==> config.mk <==
export PLATFORM = sky130hd
export DESIGN_NAME = packed_bitmap_palette_expander_flat
export DESIGN_NICKNAME = d
export VERILOG_FILES = /design/src/sv/pbpe_pkg.sv /design/src/sv/pbpe_in_if.sv /design/src/sv/pbpe_out_if.sv /design/src/sv/pbpe_cfg_if.sv /design/src/sv/pbpe_cfg.sv /design/src/sv/pbpe_row.sv /design/src/sv/pbpe_emit.sv /design/src/sv/packed_bitmap_palette_expander.sv /design/src/flat_wrapper.sv
export SDC_FILE = /design/constraint.sdc
export NUM_CORES = 1
export LEC_CHECK = 0
export BUFFER_PORTS_ARGS = -buffer_cell sky130_fd_sc_hd__buf_2
export CORE_ASPECT_RATIO = 1.1
export CORE_MARGIN = 1.5
export CORE_UTILIZATION = 40
export CTS_CLUSTER_DIAMETER = 60
export CTS_CLUSTER_SIZE = 14
export DETAILED_ROUTE_END_ITERATION = 10
export MAX_ROUTING_LAYER = met4
export PLACE_DENSITY_LB_ADDON = 0.1
export SLEW_MARGIN = 30
export SYNTH_ARGS = -nofsm -noshare
export SYNTH_HDL_FRONTEND = slang
export SYNTH_SLANG_ARGS = --single-unit
==> constraint.sdc <==
create_clock -name clk -period 7.7 [get_ports clk]
set_clock_uncertainty 0.05 [all_clocks]
set_input_delay 0.77 -clock clk [delete_from_list [all_inputs] [get_ports clk]]
set_output_delay 0.77 -clock clk [all_outputs]
set_load 0.02 [all_outputs]
==> src/sv/pbpe_pkg.sv <==
`timescale 1ns / 1ps
package pbpe_pkg;

  localparam int BYTE_W  = 8;
  localparam int COL_W   = 12;
  localparam int ROW_W   = 12;
  localparam int COLOR_W = 24;
  localparam int RP_W    = 13;
  localparam int RB_W    = 13;
  localparam int CNT_W   = 4;
  localparam int NUM_PAL = 4;
  localparam int CFG_IDX_W  = 3;
  localparam int CFG_DATA_W = 24;

  // Pixels per byte in one-bit and two-bit modes
  localparam logic [CNT_W-1:0] PIX_PER_BYTE_1BPP = 4'd8;
  localparam logic [CNT_W-1:0] PIX_PER_BYTE_2BPP = 4'd4;

  // Configuration register indexes
  localparam logic [CFG_IDX_W-1:0] REG_MODE       = 3'd0;
  localparam logic [CFG_IDX_W-1:0] REG_BIT_OFFSET = 3'd1;
  localparam logic [CFG_IDX_W-1:0] REG_ROW_PIXELS = 3'd2;
  localparam logic [CFG_IDX_W-1:0] REG_ROW_BYTES  = 3'd3;
  localparam logic [CFG_IDX_W-1:0] REG_PALETTE_0  = 3'd4;
  localparam logic [CFG_IDX_W-1:0] REG_PALETTE_1  = 3'd5;
  localparam logic [CFG_IDX_W-1:0] REG_PALETTE_2  = 3'd6;
  localparam logic [CFG_IDX_W-1:0] REG_PALETTE_3  = 3'd7;

  // Bits of the mode register
  localparam int MODE_TRANS_BIT = 0;
  localparam int MODE_2BPP_BIT  = 1;

  typedef struct packed {
    logic [1:0]                      mode;
    logic [2:0]                      bit_offset;
    logic [RP_W-1:0]                 row_pixels;
    logic [RB_W-1:0]                 row_bytes;
    logic [NUM_PAL-1:0][COLOR_W-1:0] palette;
  } cfg_t;

  // One byte's worth of work handed from the row tracker to the emitter
  typedef struct packed {
    logic [BYTE_W-1:0] pix;
    logic [CNT_W-1:0]  count;
    logic [COL_W-1:0]  column;
    logic [ROW_W-1:0]  row;
    logic              two_bit;
    logic              trans;
  } job_t;

endpackage

==> src/sv/pbpe_in_if.sv <==
`timescale 1ns / 1ps
interface pbpe_in_if import pbpe_pkg::*; ();
  logic              valid;
  logic              ready;
  logic [BYTE_W-1:0] source_byte;

  modport source (output valid, output source_byte, input ready);
  modport sink (input valid, input source_byte, output ready);
endinterface

==> src/sv/pbpe_out_if.sv <==
`timescale 1ns / 1ps
interface pbpe_out_if import pbpe_pkg::*; ();
  logic               valid;
  logic               ready;
  logic [COL_W-1:0]   column;
  logic [ROW_W-1:0]   row;
  logic [COLOR_W-1:0] color;
  logic               draw;
  logic               last;

  modport source (output valid, output column, output row, output color, output draw,
                  output last, input ready);
  modport sink (input valid, input column, input row, input color, input draw,
                input last, output ready);
endinterface

==> src/sv/pbpe_cfg_if.sv <==
`timescale 1ns / 1ps
interface pbpe_cfg_if import pbpe_pkg::*; ();
  logic                  valid;
  logic                  ready;
  logic [CFG_IDX_W-1:0]  index;
  logic [CFG_DATA_W-1:0] data;

  modport source (output valid, output index, output data, input ready);
  modport sink (input valid, input index, input data, output ready);
endinterface

==> src/sv/pbpe_cfg.sv <==
`timescale 1ns / 1ps
module pbpe_cfg import pbpe_pkg::*; (
  input  logic                  clk,
  input  logic                  rst_n,
  input  logic                  wr_en,
  input  logic [CFG_IDX_W-1:0]  wr_index,
  input  logic [CFG_DATA_W-1:0] wr_data,
  output cfg_t                  cfg
);

  cfg_t cfg_r;
  cfg_t cfg_nxt;

  always_comb begin
    cfg_nxt = cfg_r;
    if (wr_en) begin
      unique case (wr_index)
        REG_MODE:       cfg_nxt.mode       = wr_data[1:0];
        REG_BIT_OFFSET: cfg_nxt.bit_offset = wr_data[2:0];
        REG_ROW_PIXELS: cfg_nxt.row_pixels = wr_data[RP_W-1:0];
        REG_ROW_BYTES:  cfg_nxt.row_bytes  = wr_data[RB_W-1:0];
        REG_PALETTE_0:  cfg_nxt.palette[0] = wr_data[COLOR_W-1:0];
        REG_PALETTE_1:  cfg_nxt.palette[1] = wr_data[COLOR_W-1:0];
        REG_PALETTE_2:  cfg_nxt.palette[2] = wr_data[COLOR_W-1:0];
        REG_PALETTE_3:  cfg_nxt.palette[3] = wr_data[COLOR_W-1:0];
        default:        cfg_nxt = cfg_r;
      endcase
    end
  end

  always_ff @(posedge clk) begin
    if (!rst_n) begin
      cfg_r <= '{mode: 2'd0, bit_offset: 3'd0, row_pixels: RP_W'(1),
                 row_bytes: RB_W'(1), palette: '0};
    end else begin
      cfg_r <= cfg_nxt;
    end
  end

  assign cfg = cfg_r;

endmodule

==> src/sv/pbpe_row.sv <==
`timescale 1ns / 1ps
module pbpe_row import pbpe_pkg::*; #(
  parameter int MAX_ROW = 4096
) (
  input  logic              clk,
  input  logic              rst_n,
  input  logic              take,
  input  logic [BYTE_W-1:0] source_byte,
  input  cfg_t              cfg,
  output job_t              job,
  output logic              job_valid
);

  localparam int PIX_W = $clog2(MAX_ROW + 8);
  localparam int CW    = (PIX_W > RP_W) ? PIX_W : RP_W;

  logic [RB_W-1:0]  byte_in_row_r, byte_in_row_nxt;
  logic [PIX_W-1:0] pixel_in_row_r, pixel_in_row_nxt;
  logic [ROW_W-1:0] row_count_r, row_count_nxt;

  logic [CW-1:0]     rp_ext, limit, pix_ext, left, pix_after;
  logic              two_bit, first, active, row_end;
  logic [CNT_W-1:0]  avail, n;
  logic [RB_W:0]     byte_sum;
  logic [PIX_W-1:0]  pix_sum;

  always_comb begin
    two_bit = cfg.mode[MODE_2BPP_BIT];
    first   = (byte_in_row_r == '0);
    rp_ext  = CW'(cfg.row_pixels);
    // Clamp the row length to 1..MAX_ROW
    if (rp_ext == '0) begin
      limit = CW'(1);
    end else if (rp_ext > CW'(MAX_ROW)) begin
      limit = CW'(MAX_ROW);
    end else begin
      limit = rp_ext;
    end
    pix_ext = CW'(pixel_in_row_r);
    active  = (pix_ext < limit);
    left    = limit - pix_ext;

    if (first) begin
      avail = two_bit ? PIX_PER_BYTE_2BPP - CNT_W'(cfg.bit_offset[2:1])
                      : PIX_PER_BYTE_1BPP - CNT_W'(cfg.bit_offset);
    end else begin
      avail = two_bit ? PIX_PER_BYTE_2BPP : PIX_PER_BYTE_1BPP;
    end

    if (!active) begin
      n = '0;
    end else if (left < CW'(avail)) begin
      n = left[CNT_W-1:0];
    end else begin
      n = avail;
    end

    pix_sum   = pixel_in_row_r + PIX_W'(n);
    pix_after = CW'(pix_sum);
    byte_sum  = {1'b0, byte_in_row_r} + (RB_W+1)'(1);
    row_end   = (pix_after >= limit) && (byte_sum >= {1'b0, cfg.row_bytes});

    byte_in_row_nxt  = byte_in_row_r;
    pixel_in_row_nxt = pixel_in_row_r;
    row_count_nxt    = row_count_r;
    if (take) begin
      if (row_end) begin
        byte_in_row_nxt  = '0;
        pixel_in_row_nxt = '0;
        row_count_nxt    = row_count_r + ROW_W'(1);
      end else begin
        byte_in_row_nxt  = byte_sum[RB_W-1:0];
        pixel_in_row_nxt = pix_sum;
      end
    end

    job.pix     = first ? (source_byte >> cfg.bit_offset) : source_byte;
    job.count   = n;
    job.column  = COL_W'(pixel_in_row_r);
    job.row     = row_count_r;
    job.two_bit = two_bit;
    job.trans   = cfg.mode[MODE_TRANS_BIT];
    job_valid   = (n != '0);
  end

  always_ff @(posedge clk) begin
    if (!rst_n) begin
      byte_in_row_r  <= '0;
      pixel_in_row_r <= '0;
      row_count_r    <= '0;
    end else begin
      byte_in_row_r  <= byte_in_row_nxt;
      pixel_in_row_r <= pixel_in_row_nxt;
      row_count_r    <= row_count_nxt;
    end
  end

endmodule

==> src/sv/pbpe_emit.sv <==
`timescale 1ns / 1ps
module pbpe_emit import pbpe_pkg::*; (
  input  logic                            clk,
  input  logic                            rst_n,
  input  logic                            load,
  input  job_t                            job,
  input  logic [NUM_PAL-1:0][COLOR_W-1:0] palette,
  output logic                            can_take,
  pbpe_out_if.source                      out_bus
);

  logic               busy_r, busy_nxt;
  job_t               job_r, job_nxt;
  logic               out_valid_r, out_valid_nxt;
  logic [COL_W-1:0]   out_column_r, out_column_nxt;
  logic [ROW_W-1:0]   out_row_r, out_row_nxt;
  logic [COLOR_W-1:0] out_color_r, out_color_nxt;
  logic               out_draw_r, out_draw_nxt;
  logic               out_last_r, out_last_nxt;

  logic       adv, last_pix, draw;
  logic [1:0] idx;

  always_comb begin
    adv      = busy_r && (!out_valid_r || out_bus.ready);
    last_pix = (job_r.count == CNT_W'(1));
    can_take = !busy_r || (adv && last_pix);

    idx  = job_r.two_bit ? job_r.pix[1:0] : {1'b0, job_r.pix[0]};
    draw = !(job_r.trans && (idx == 2'd0));

    busy_nxt = busy_r;
    job_nxt  = job_r;
    if (adv) begin
      job_nxt.pix    = job_r.two_bit ? (job_r.pix >> 2) : (job_r.pix >> 1);
      job_nxt.count  = job_r.count - CNT_W'(1);
      job_nxt.column = job_r.column + COL_W'(1);
      if (last_pix) begin
        busy_nxt = 1'b0;
      end
    end
    if (load) begin
      busy_nxt = 1'b1;
      job_nxt  = job;
    end

    out_valid_nxt  = out_valid_r && !out_bus.ready;
    out_column_nxt = out_column_r;
    out_row_nxt    = out_row_r;
    out_color_nxt  = out_color_r;
    out_draw_nxt   = out_draw_r;
    out_last_nxt   = out_last_r;
    if (adv) begin
      out_valid_nxt  = 1'b1;
      out_column_nxt = job_r.column;
      out_row_nxt    = job_r.row;
      out_color_nxt  = draw ? palette[idx] : '0;
      out_draw_nxt   = draw;
      out_last_nxt   = last_pix;
    end
  end

  always_ff @(posedge clk) begin
    if (!rst_n) begin
      busy_r      <= 1'b0;
      out_valid_r <= 1'b0;
    end else begin
      busy_r      <= busy_nxt;
      out_valid_r <= out_valid_nxt;
    end
  end

  always_ff @(posedge clk) begin
    job_r        <= job_nxt;
    out_column_r <= out_column_nxt;
    out_row_r    <= out_row_nxt;
    out_color_r  <= out_color_nxt;
    out_draw_r   <= out_draw_nxt;
    out_last_r   <= out_last_nxt;
  end

  assign out_bus.valid  = out_valid_r;
  assign out_bus.column = out_column_r;
  assign out_bus.row    = out_row_r;
  assign out_bus.color  = out_color_r;
  assign out_bus.draw   = out_draw_r;
  assign out_bus.last   = out_last_r;

endmodule

==> src/sv/packed_bitmap_palette_expander.sv <==
`timescale 1ns / 1ps
// Expands packed 1- or 2-bit-per-pixel bitmap bytes into palette colors, one
// pixel per cycle on out_bus while out_bus is ready, least significant bits
// first. A byte gives up to eight pixels (1 bpp) or four (2 bpp), and it holds
// the pixel emitter until its last pixel is out; its first pixel passes through
// the job register and then the output register to out_bus, and the next byte is
// taken in the cycle its last pixel moves into the output register, while padding
// bytes that give no pixel are taken without loading the emitter. A stalled
// result holds the emitter, so in_bus.ready follows out_bus.ready in the cycle of
// a byte's last pixel. Row position is tracked internally; row_pixels is clamped
// to 1..MAX_ROW, and row_bytes below the row's need acts as that need. Write the
// configuration only while the block is idle; cfg_bus is always ready.
module packed_bitmap_palette_expander import pbpe_pkg::*; #(
  parameter int MAX_ROW = 4096
) (
  input  logic       clk,
  input  logic       rst_n,
  pbpe_in_if.sink    in_bus,
  pbpe_out_if.source out_bus,
  pbpe_cfg_if.sink   cfg_bus
);

  cfg_t cfg;
  job_t job;
  logic job_valid;
  logic can_take;
  logic take;

  assign cfg_bus.ready = 1'b1;
  assign in_bus.ready  = can_take;
  assign take          = in_bus.valid && can_take;

  pbpe_cfg u_cfg (
    .clk      (clk),
    .rst_n    (rst_n),
    .wr_en    (cfg_bus.valid),
    .wr_index (cfg_bus.index),
    .wr_data  (cfg_bus.data),
    .cfg      (cfg)
  );

  pbpe_row #(
    .MAX_ROW (MAX_ROW)
  ) u_row (
    .clk         (clk),
    .rst_n       (rst_n),
    .take        (take),
    .source_byte (in_bus.source_byte),
    .cfg         (cfg),
    .job         (job),
    .job_valid   (job_valid)
  );

  pbpe_emit u_emit (
    .clk      (clk),
    .rst_n    (rst_n),
    .load     (take && job_valid),
    .job      (job),
    .palette  (cfg.palette),
    .can_take (can_take),
    .out_bus  (out_bus)
  );

endmodule

==> src/flat_wrapper.sv <==
// flat-port wrapper written by rule: the top's interface ports become plain ports
module packed_bitmap_palette_expander_flat import pbpe_pkg::*;
#(
  parameter int MAX_ROW = 4096
)
  (clk, rst_n, in_bus_valid, in_bus_source_byte, in_bus_ready, out_bus_valid, out_bus_column, out_bus_row, out_bus_color, out_bus_draw, out_bus_last, out_bus_ready, cfg_bus_valid, cfg_bus_index, cfg_bus_data, cfg_bus_ready);
  pbpe_in_if in_bus_i ();
  pbpe_out_if out_bus_i ();
  pbpe_cfg_if cfg_bus_i ();
  input  logic clk;
  input  logic rst_n;
  input wire logic [$bits(in_bus_i.valid)-1:0] in_bus_valid;
  input wire logic [$bits(in_bus_i.source_byte)-1:0] in_bus_source_byte;
  output wire logic [$bits(in_bus_i.ready)-1:0] in_bus_ready;
  output wire logic [$bits(out_bus_i.valid)-1:0] out_bus_valid;
  output wire logic [$bits(out_bus_i.column)-1:0] out_bus_column;
  output wire logic [$bits(out_bus_i.row)-1:0] out_bus_row;
  output wire logic [$bits(out_bus_i.color)-1:0] out_bus_color;
  output wire logic [$bits(out_bus_i.draw)-1:0] out_bus_draw;
  output wire logic [$bits(out_bus_i.last)-1:0] out_bus_last;
  input wire logic [$bits(out_bus_i.ready)-1:0] out_bus_ready;
  input wire logic [$bits(cfg_bus_i.valid)-1:0] cfg_bus_valid;
  input wire logic [$bits(cfg_bus_i.index)-1:0] cfg_bus_index;
  input wire logic [$bits(cfg_bus_i.data)-1:0] cfg_bus_data;
  output wire logic [$bits(cfg_bus_i.ready)-1:0] cfg_bus_ready;
  assign in_bus_i.valid = in_bus_valid;
  assign in_bus_i.source_byte = in_bus_source_byte;
  assign in_bus_ready = in_bus_i.ready;
  assign out_bus_valid = out_bus_i.valid;
  assign out_bus_column = out_bus_i.column;
  assign out_bus_row = out_bus_i.row;
  assign out_bus_color = out_bus_i.color;
  assign out_bus_draw = out_bus_i.draw;
  assign out_bus_last = out_bus_i.last;
  assign out_bus_i.ready = out_bus_ready;
  assign cfg_bus_i.valid = cfg_bus_valid;
  assign cfg_bus_i.index = cfg_bus_index;
  assign cfg_bus_i.data = cfg_bus_data;
  assign cfg_bus_ready = cfg_bus_i.ready;
  packed_bitmap_palette_expander #(.MAX_ROW(MAX_ROW)) u_core (.clk(clk), .rst_n(rst_n), .in_bus(in_bus_i), .out_bus(out_bus_i), .cfg_bus(cfg_bus_i));
endmodule
== Yosys cells after proc, flatten, opt, wreduce, memory -nomap -nowiden ==
Cells that the tools add are included.
W data, S select, Z words.

* Equality and inequality tests: 8
* Shift-type cells: 1
* Order comparisons: 6
* Mux-type cells: 20
* Reductions and logical operators: 30
* Add/subtract/negate cells: 8

{| class="wikitable"
|+ Operator list
! cell !! count
|-
| $mux W13 || 4
|-
| $bmux W24 S2 || 1
|-
| $mux W24 || 2
|-
| $mux W38 || 1
|-
| $logic_not A13 Y1 || 2
|-
| $add A12 B1 Y12 const B || 2
|-
| $mux W4 || 5
|-
| $reduce_and A2 Y1 || 10
|-
| $add A13 B1 Y14 const B || 1
|-
| $ge A14 B13 Y1 || 1
|-
| $add A13 B4 Y13 || 1
|-
| $ge A13 B13 Y1 || 1
|-
| $gt A13 B13 Y1 const B || 1
|-
| $lt A13 B13 Y1 || 1
|-
| $lt A13 B4 Y1 || 1
|-
| $sub A13 B13 Y13 || 1
|-
| $eq A3 B3 Y1 const B || 4
|-
| $mux W8 || 1
|-
| $shr A8 B3 Y8 || 1
|-
| $logic_and A1 B1 Y1 || 7
|-
| $mux W7 || 1
|-
| $eq A3 B2 Y1 const B || 2
|-
| $eq A4 B1 Y1 const B || 1
|-
| $logic_not A1 Y1 || 4
|-
| other kinds (12) || 17
|}

* Output and inout port bits: 53
* Input bits: 40
* Logic and storage cells: 97
* Flip-flop bits (word level): 255

== Logic depth before layout (Yosys ltp) ==
Gate-level depths: netlist of run 1.

* Word-level depth: 11
* Mapped depth: 38
* Mapped depth without buffers: 36

== By module ==
A second synthesis of run 1 with hierarchy kept.

* Cells, all modules: 1304
* Area, all modules: 13254.0 um^2

{| class="wikitable"
|+ By module, submodules not included
! module !! sequential area each (um^2) !! area an instance (um^2) !! instances !! cells an instance
|-
| pbpe_cfg || 2542.4 || 4663.2 || 1 || 447
|-
| pbpe_row || 760.7 || 4434.3 || 1 || 603
|-
| pbpe_emit || 2682.6 || 4132.7 || 1 || 250
|-
| packed_bitmap_palette_expander || 0.0 || 23.8 || 1 || 4
|}

== Worst setup path after synthesis of run 1 ==
Ideal clock, no wire load.

* Kind: reg-to-reg
* Start point: register u_core.u_cfg.cfg_r, in the netlist u_core.u_cfg.cfg[110]
* End point: register u_core.u_row.byte_in_row_r[7]
* Path slack: 563 ps
* Arrival: 7028 ps
* Cell stages (with the launch flop): 38
* Library setup time: 59 ps
* Path buffers: 2
* Required time: 7591 ps
* Clock period less this slack: 7137 ps
* Path through: dfxtp_1 > nor4_1 > a31oi_1 > or2_2 > ha_1 > inv_1 > ha_1 > nor2_1 > xnor2_1 > ha_1 > o21a_1 > o21ai_0 > a41oi_1 > nor3_1 > nand4_1 > nor4_4 > mux2i_1 > and2b_1 > (+2 left out) > a21oi_1 > nand3_1 > nor2_1 > nand2_1 > nor2_1 > xnor2_1 > ha_1 > a21o_1 > a21oi_1 > nor3b_1 > a41oi_1 > and2_1 > clkbuf_1 > nor2_1 > clkbuf_1 > nand2_1 > o21ai_0 > and2_1

* Longest elaborated chain between the ends: 11
* Elaborated cells on any way between the ends: 13
* Classes of those cells: add/sub (2); order compare (4); mux (5); reduce/logical (2)

{| class="wikitable"
|+ RTL lines
! what !! line !! text
|-
| from (decl) || pbpe_cfg.sv:11 || <nowiki>cfg_t cfg_r;</nowiki>
|-
| from (signal assigned) || pbpe_cfg.sv:33 || <nowiki>cfg_r <= '{mode: 2'd0, bit_offset: 3'd0, row_pixels: RP_W'(1),</nowiki>
|-
| from (signal assigned) || pbpe_cfg.sv:36 || <nowiki>cfg_r <= cfg_nxt;</nowiki>
|-
| $gt A13 B13 Y1 || pbpe_row.sv:34 || <nowiki>end else if (rp_ext > CW'(MAX_ROW)) begin</nowiki>
|-
| $mux W13 || pbpe_row.sv:34 ||
|-
| $mux W13 * || pbpe_row.sv:32 || <nowiki>if (rp_ext == '0) begin</nowiki>
|-
| $sub A13 B13 Y13 || pbpe_row.sv:41 || <nowiki>left = limit - pix_ext;</nowiki>
|-
| $lt A13 B4 Y1 || pbpe_row.sv:52 || <nowiki>end else if (left < CW'(avail)) begin</nowiki>
|-
| $mux W4 || pbpe_row.sv:52 ||
|-
| $mux W4 || pbpe_row.sv:50 || <nowiki>if (!active) begin</nowiki>
|-
| $add A13 B4 Y13 || pbpe_row.sv:58 || <nowiki>pix_sum = pixel_in_row_r + PIX_W'(n);</nowiki>
|-
| $ge A13 B13 Y1 * || pbpe_row.sv:61 || <nowiki>row_end = (pix_after >= limit) && (byte_sum >= {1'b0, cfg.row_bytes});</nowiki>
|-
| $logic_and A1 B1 Y1 * || pbpe_row.sv:61 ||
|-
| $mux W13 * || pbpe_row.sv:67 || <nowiki>if (row_end) begin</nowiki>
|-
| to (signal assigned) || pbpe_row.sv:92 || <nowiki>byte_in_row_r <= byte_in_row_nxt;</nowiki>
|-
| to (decl) || pbpe_row.sv:17 || <nowiki>logic [RB_W-1:0] byte_in_row_r, byte_in_row_nxt;</nowiki>
|}

Mark *: on every way between the ends. The rest lies on a longest branch, timed or not.
A chain may end at the register's enable or synchronous reset.

== Worst setup path in the final report of run 1 ==
* Start point: register u_core.u_cfg.cfg_r, in the netlist u_core.u_cfg.cfg[113]
* End point: register u_core.u_row.row_count_r[9]

* Longest elaborated chain between the ends: 11
* Elaborated cells on any way between the ends: 13
* Classes of those cells: add/sub (2); order compare (4); mux (4); reduce/logical (3)

{| class="wikitable"
|+ RTL lines
! what !! line !! text
|-
| $gt A13 B13 Y1 || pbpe_row.sv:34 ||
|-
| $mux W13 || pbpe_row.sv:34 ||
|-
| $mux W13 * || pbpe_row.sv:32 ||
|-
| $sub A13 B13 Y13 || pbpe_row.sv:41 ||
|-
| $lt A13 B4 Y1 || pbpe_row.sv:52 ||
|-
| $mux W4 || pbpe_row.sv:52 ||
|-
| $mux W4 || pbpe_row.sv:50 ||
|-
| $add A13 B4 Y13 || pbpe_row.sv:58 ||
|-
| $ge A13 B13 Y1 * || pbpe_row.sv:61 ||
|-
| $logic_and A1 B1 Y1 * || pbpe_row.sv:61 ||
|-
| $reduce_and A2 Y1 (no source line) * || n/a ||
|-
| to (signal assigned) || pbpe_row.sv:94 || <nowiki>row_count_r <= row_count_nxt;</nowiki>
|-
| to (decl) || pbpe_row.sv:19 || <nowiki>logic [ROW_W-1:0] row_count_r, row_count_nxt;</nowiki>
|}

Marked as above.

==> qor.txt, run 1 <==
Slew @ Worst Pin - 947.0 ps
hpwl dp - 21270 um
hold slack - 368.1 ps
syn_area_per_cell - 9.365 um^2
Total Neg Setup Slack - 0 ps
crit-path max cell delay - 380 ps
worst hold path startpoint - u_core.u_emit.job_r[2]$_DFFE_PP_
dpl cell area - 13890 um^2
routed wl met3 - 1486 um
clk sink count - 255
fin. max-slew vios - 0
Sw Pwr - 0.001590 W
overall routing resource usage - 0.1993
YS warnings - 0
Hold Path Class - flip-flop to flip-flop
DIE HEIGHT - 192.0 um
Starting Density - 0.4044
f_max - 0.1433 GHz
Final Worst Setup Slack - 721.3 ps
port buffer count - 91
internal power - 0.002921 W
Slowest-stage cell, CP - nor4b_1
clock share of power - 0.266
RSZ-0062 raised after global routing - no
main area contributors after synthesis - dfxtp_1, edfxtp_1, nand2_1, a21boi_0, ha_1
CTS buffer count - 25
Synth area leader - dfxtp_1
synthesized flop and latch total - 255
DR DRC count - 0
Flop pwr share - 0.408
synthesized instance count - 1387
CTS tree - built
DRT iter0 DRCs - 577
EDFF count, synth - 88
Rel. slew slack - 0.3663
pre-CTS setup slack - 575.7 ps
syn_nets - 1480
number of core rows - 69
first-pass GRT wire length - 51940 um
DRT antenna net count - 0
Post-synth top flop - dfxtp_1
core area - 32120 um^2
crit path launch type - flip-flop
final setup violation count - 0
outcome - completed
die area - 33560 um^2
shortest period the worst path allows - 6979 ps
fin crit share - 0.9063
routability congestion estimate - 0.9115
top cells by count, synth - nand2_1, dfxtp_1, a21boi_0
Worst-path clk slew - 60 ps
vias in the first global route - 9569
pin count of the biggest net entering global routing - 128
reg-to-reg startpoint - u_core.u_cfg.cfg[113]$_SDFFE_PN0P_
Die W - 174.8 um
via/cell ratio - 5.168
Root Driver - clkbuf_16
Net Sw Frac - 0.3525
Final Hold Viols - 0
Max Used Layer - met4
Synth Cell Area - 12990 um^2
Max-cap violations - 0
io pins - 93
Vias - 9814
Power Density - 307.0 nW/um^2
Layout area overhead - 13.13%
Metal-1 WL - 14450 um
Finished Cell Area - 14690 um^2
worst-path maximum fanout - 11
Arr. time, crit path - 7360 ps
power share of the combinational group - 0.326
data required time of the critical path - 8090 ps
fillers - 3145
met2 wire length - 15460 um
gr ovfl total - 0
post-synth top area share - 0.2574
initial antenna violation count - 1
Crit Path Class - flip-flop to flip-flop
Netlist cell types - 64
average wire per standard cell - 16.92 um
H-tree Lvls - 1
cell mode on critical path - ha_1
final WL - 32140 um
first-pass detailed-route iteration total - 5
layout cell share with drive strength beyond 1 - 0.1372
Seq/Total Area, Yosys - 0.4608
nets - 1546
most common cell in the synthesized netlist - nand2_1
Clock Latency Late Sink - 540 ps
Max clock buf depth - 3
Setup crit start - u_core.u_cfg.cfg[113]$_SDFFE_PN0P_
CP Capture Type - flip-flop
Peak VDD IR - 159.0 uV
FFs w/ async S/R, synth - 0
P_leak - 5.356 nW
hold_buf cts - 0
## logic make-up (layout without fill, tap and decap cells)
logic type | after synthesis | in the layout | share of synthesized area
xor+xnor | 54 | 54 | 0.03641
other cells | 1 | 2 | 0.0002887
buf+inv | 131 | 216 | 0.03892
compound gates | 280 | 280 | 0.1485
flops | 255 | 255 | 0.4608
fa+ha+maj | 54 | 54 | 0.05183
mux | 50 | 50 | 0.06570
simple gates | 562 | 562 | 0.1975
## power groups by stage
stage / Sequential [W] / Clock (W) / Combinational (W)
2_1_floorplan: 0.00195 / 0 / 0.000949
3_3_place_gp: 0.00188 / 0 / 0.00145
3_5_place_dp: 0.00187 / 0 / 0.00147
4_1_cts: 0.00184 / 0.00124 / 0.00148
5_1_grt: 0.00187 / 0.00129 / 0.00164
6_report: 0.00184 / 0.00120 / 0.00147
## layout by cell type, fill, tap and decap left out, types with 7 or more instances in the layout
cell / count
nand3_1: 23
o21a_1: 10
nand2_1: 335
a21o_1: 7
a21boi_0: 126
xnor2_1: 38
a31oi_1: 7
and3_1: 18
nor3_1: 18
o21ai_0: 52
xor2_1: 16
mux4_2: 28
nand4_1: 16
nor2_1: 36
a21oi_1: 32
a211oi_1: 8
clkbuf_16: 25
nor2b_1: 43
clkbuf_1: 11
edfxtp_1: 88
o211ai_1: 8
dfxtp_1: 167
ha_1: 53
mux2i_1: 20
and2_1: 26
inv_1: 52
buf_4: 23
buf_2: 90
## worst paths after layout
| path | endpoint | slack (ps) | cells after the start |
|---|---|---|---|
| worst min-delay path | u_core.u_emit.out_bus.row[0]$_DFFE_PP_ | 370 | 0 |
| worst max register to register | u_core.u_row.row_count_r[9]$_SDFFE_PN0P_ | 720 | 35 |
| worst max-delay path | u_core.u_row.row_count_r[9]$_SDFFE_PN0P_ | 720 | 35 |
| worst min register to register | u_core.u_emit.out_bus.row[0]$_DFFE_PP_ | 370 | 0 |
## layer usage
metal,GRT usage,vias to the layer above
li1,-,4940
met1,0.2473,4640
met2,0.3382,188
met3,0.02930,46
met4,0.05654,0
met5,-,-
## area by class of cell
class | instances | area, um^2 | area share
Multi-Input combinational cell | 1001 | 6529 | 0.4443
Sequential cell | 255 | 5986 | 0.4074
Clock inverter | 8 | 97.59 | 0.006642
Inverter | 55 | 206.4 | 0.01405
Timing Repair Buffer | 115 | 645.6 | 0.04394
Antenna cell | 1 | 2.502 | 0.0001703
Tap cell | 426 | 533.0 | 0.03627
Clock buffer | 38 | 694.4 | 0.04726
## stage by stage
stage,power [W],instances,utilization
2_1_floorplan,0.002896,1387,-
4_1_cts,0.004569,1898,0.4571
6_report,0.004511,1899,0.4575
3_5_place_dp,0.003348,1852,0.4325
3_3_place_gp,0.003335,1851,0.4320
5_1_grt,0.004797,1899,0.4575
## flip-flops by register name, summed over array words and instances, names as in the netlist, 12 cells and up
register	flops
u_core.u_emit.out_bus.column	12
u_core.u_row.pix_ext	13
u_core.u_emit.job_r	38
u_core.u_cfg.cfg	127
u_core.u_row.byte_in_row_r	13
u_core.u_row.row_count_r	12
u_core.u_emit.out_bus.row	12
u_core.u_emit.out_bus.color	24
## repair_timing
item                                    CTS  global route
hold endpoints to repair                  0             0
resized for setup                         0             3
endpoints found under the setup margin    0            13
setup buffers                             0             0
## critical path, delay by kind of cell (launching register included)
kind,cells,cell delay (ps)
xor gates and xnor gates,3,410
AOI/OAI and AO/OA,7,940
DFF,1,320
adders and majority gates,5,1160
buffers and inverters,3,490
muxes,2,430
and+or+nand+nor,15,3070
Power figures use the tool's default switching activity.
==> run 2, diff against run 1 <==
--- a/config.mk
+++ b/config.mk
@@ -5,6 +5,7 @@
 export SDC_FILE = /design/constraint.sdc
 export NUM_CORES = 1
 export LEC_CHECK = 0
+export ABC_AREA = 1
 export BUFFER_PORTS_ARGS = -buffer_cell sky130_fd_sc_hd__buf_2
 export CORE_ASPECT_RATIO = 1.1
 export CORE_MARGIN = 1.5
==> qor.txt, run 2 <==
initial antenna violation count - 3 (+2)
post-synth top area share - 0.2601 (+0.002731)
first-pass GRT wire length - 54770 um (+5.4%)
Clock Latency Late Sink - 550 ps (about the same)
most common cell in the synthesized netlist - nor2_1
syn_nets - 1735 (+17%)
final setup violation count - 0 (unchanged)
DIE HEIGHT - 191 um (-0.52%)
crit-path max cell delay - 360 ps (-20 ps)
port buffer count - 91 (unchanged)
Arr. time, crit path - 6970 ps (-390 ps)
overall routing resource usage - 0.2106 (+0.01128)
die area - 33220 um^2 (-1.0%)
Synth Cell Area - 12850 um^2 (-1.0%)
most common cell after layout, fill and taps aside - nor2_1
post-cts repair resize count - 0 (unchanged)
Netlist cell types - 52 (-19%)
RSZ-0062 raised after global routing - no
fillers - 3252 (+3.4%)
hold path endpoint - u_core.u_emit.out_bus.row[1]$_DFFE_PP_
Crit Path Class - flip-flop to flip-flop
syn_area_per_cell - 7.827 um^2 (-16%)
Power Density - 312.7 nW/um^2 (+1.9%)
vias in the first global route - 10300 (+7.6%)
worst hold path startpoint - u_core.u_emit.job_r[3]$_DFFE_PP_
Finished Cell Area - 14440 um^2 (-1.7%)
H-tree Lvls - 1 (unchanged)
Rel. slew slack - 0.3979 (+0.03153)
first-pass detailed-route iteration total - 5 (unchanged)
FFs w/ async S/R, synth - 0 (unchanged)
Vias - 10880 (+11%)
hold depth - 0 (unchanged)
main area contributors after synthesis - dfxtp_1, edfxtp_1, nor2_1, o21ai_0, nand2_1
clk sink count - 255 (unchanged)
hpwl dp - 22670 um (+6.6%)
synthesized instance count - 1642 (+18%)
Reg2Reg Depth - 46 (+31%)
Seq/Total Area, Yosys - 0.4657 (+0.004890)
fin. max-slew vios - 0 (unchanged)
synthesized flop and latch total - 255 (unchanged)
crit path launch type - flip-flop
Final Worst Setup Slack - 1128 ps (+407.0 ps)
Slew @ Worst Pin - 902.2 ps (-44.79 ps)
f_max - 0.1522 GHz (+6.2%)
data required time of the critical path - 8100 ps (about the same)
hold_buf cts - 0 (unchanged)
EDFF count, synth - 88 (unchanged)
shortest period the worst path allows - 6572 ps (-407.0 ps)
DRT iter0 DRCs - 700 (+21%)
via/cell ratio - 5.085 (-1.6%)
Slowest-stage cell, CP - dfxtp_1
outcome - completed
P_leak - 6.299 nW (+18%)
max reg flops - 127 (unchanged)
fin crit share - 0.8535 (-0.05286)
Synth area leader - dfxtp_1
worst-path maximum fanout - 11 (unchanged)
Final Hold Viols - 0 (unchanged)
Setup crit start - u_core.u_cfg.cfg[110]$_SDFFE_PN0P_
DRT antenna net count - 0 (unchanged)
CP Capture Type - flip-flop
dpl cell area - 13610 um^2 (-2.0%)
commonest non-fill, non-tap cells in the layout - nor2_1, nand2_1, o21ai_0
number of core rows - 68 (-1.4%)
layout cell share with drive strength beyond 1 - 0.1147 (-0.02249)
YS warnings - 0 (unchanged)
pre-CTS setup slack - 1161 ps (+584.8 ps)
Layout area overhead - 12.38%
DR DRC count - 0 (unchanged)
Total Neg Setup Slack - 0 ps (unchanged)
r2r endpoint - u_core.u_row.row_count_r[11]$_SDFFE_PN0P_
cell mode on critical path - nand2_1
pin count of the biggest net entering global routing - 89 (-30%)
Peak VDD IR - 167.4 uV (+5.3%)
Worst-path clk slew - 60 ps (about the same)
Post-synth top flop - dfxtp_1
Die W - 173.9 um (-0.52%)
flop2flop setup slack - 1130 ps (+410 ps)
average wire per standard cell - 15.87 um (-6.2%)
reg-to-reg startpoint - u_core.u_cfg.cfg[110]$_SDFFE_PN0P_
post-CTS setup buffers - 0 (unchanged)
top cells by count, synth - nor2_1, nand2_1, o21ai_0
CTS buffer count - 26 (+4.0%)
final WL - 33970 um (+5.7%)
core area - 31480 um^2 (-2.0%)
Starting Density - 0.4083 (+0.003834)
routability congestion estimate - 0.9713 (+6.6%)
hold slack - 370.0 ps (+1.898 ps)
Root Driver - clkbuf_16
Max-cap violations - 0 (unchanged)
io pins - 93 (unchanged)
Hold Path Class - flip-flop to flip-flop
nets - 1792 (+16%)
Max clock buf depth - 3 (unchanged)
gr ovfl total - 0 (unchanged)
CTS tree - built
==> run 2: cell types whose count changed after synthesis, moves of 44 or more <==
cell and delta:
o21ai_0 +151, a21boi_0 -125, nor2b_1 -44, a21oi_1 +70
inv_1 +96, nand2_1 -106, nor2_1 +288
==> run 2: metrics by stage <==
stage                     utilization  std cells  total power, W
final                          0.4588       2140        0.004517
after global routing           0.4588       2140        0.004813
after CTS                      0.4586       2137        0.004579
after detailed placement       0.4324       2091        0.003324
after global placement         0.4324       2091        0.003324
after floorplan                     -       1642        0.002896
==> run 2: area by class of cell <==
cell class              instances  area, um^2  share of cell area
diodes                          3       7.507           0.0005197
clock buffers                  32       693.2             0.04799
clock inverters                14       130.1            0.009009
inverters                     153       574.3             0.03976
multi-input cells            1160        5982              0.4142
flip-flops and latches        255        5986              0.4144
well taps                     420       525.5             0.03638
repair buffers                103       545.5             0.03777
==> run 2: metal layers <==
layer / track usage / wire, um / up-vias
li1: - / - / 5543
met1: 0.2701 / 15930 / 5053
met2: 0.3528 / 15890 / 235
met3: 0.02844 / 1461 / 50
met4: 0.05007 / 680 / 0
met5: - / 0 / -
==> run 2: power breakdown <==
part           switching (W)  leakage, nW  total, W  internal, W
sequential         0.0000998         2.19   0.00182      0.00172
clock               0.000556        0.402   0.00124     0.000680
combinational        0.00100         3.70   0.00146     0.000459
total                0.00166         6.30   0.00452      0.00286
==> run 2: kinds of logic (layout without fill, tap and decap cells) <==
kind of cell,Yosys count,count (layout),synth area share
AND/OR/NAND/NOR,693,693,0.2281
AO/OA/AOI/OAI,379,379,0.1592
flip-flops,255,255,0.4657
buffers and inverters,227,302,0.06902
adder cells (fa/ha/maj),53,53,0.05160
XOR/XNOR,29,29,0.02210
multiplexers,5,5,0.003991
other,1,4,0.0002918
==> run 2: critical path: cells and delay by family (launching register included) <==
| kind | cells | cell delay [ps] |
|---|---|---|
| simple gates | 34 | 3950 |
| flops | 1 | 360 |
| buf+inv | 3 | 240 |
| compound gates | 3 | 400 |
| xor+xnor | 1 | 230 |
| fa+ha+maj | 5 | 1240 |
==> run 2: how the worst max path moves through the flow <==
| stage | to | slack, ps | cells after the start |
|---|---|---|---|
| after CTS | u_core.u_row.row_count_r[11]$_SDFFE_PN0P_ | 1130 | 46 |
| after global placement | u_core.u_row.row_count_r[11]$_SDFFE_PN0P_ | 1340 | 44 |
| after floorplan | u_core.u_row.row_count_r[11]$_SDFFE_PN0P_ | 1910 | 45 |
| after detailed placement | u_core.u_row.row_count_r[11]$_SDFFE_PN0P_ | 1160 | 46 |
| final | u_core.u_row.row_count_r[11]$_SDFFE_PN0P_ | 1130 | 46 |
| after global routing | u_core.u_row.row_count_r[9]$_SDFFE_PN0P_ | 330 | 47 |
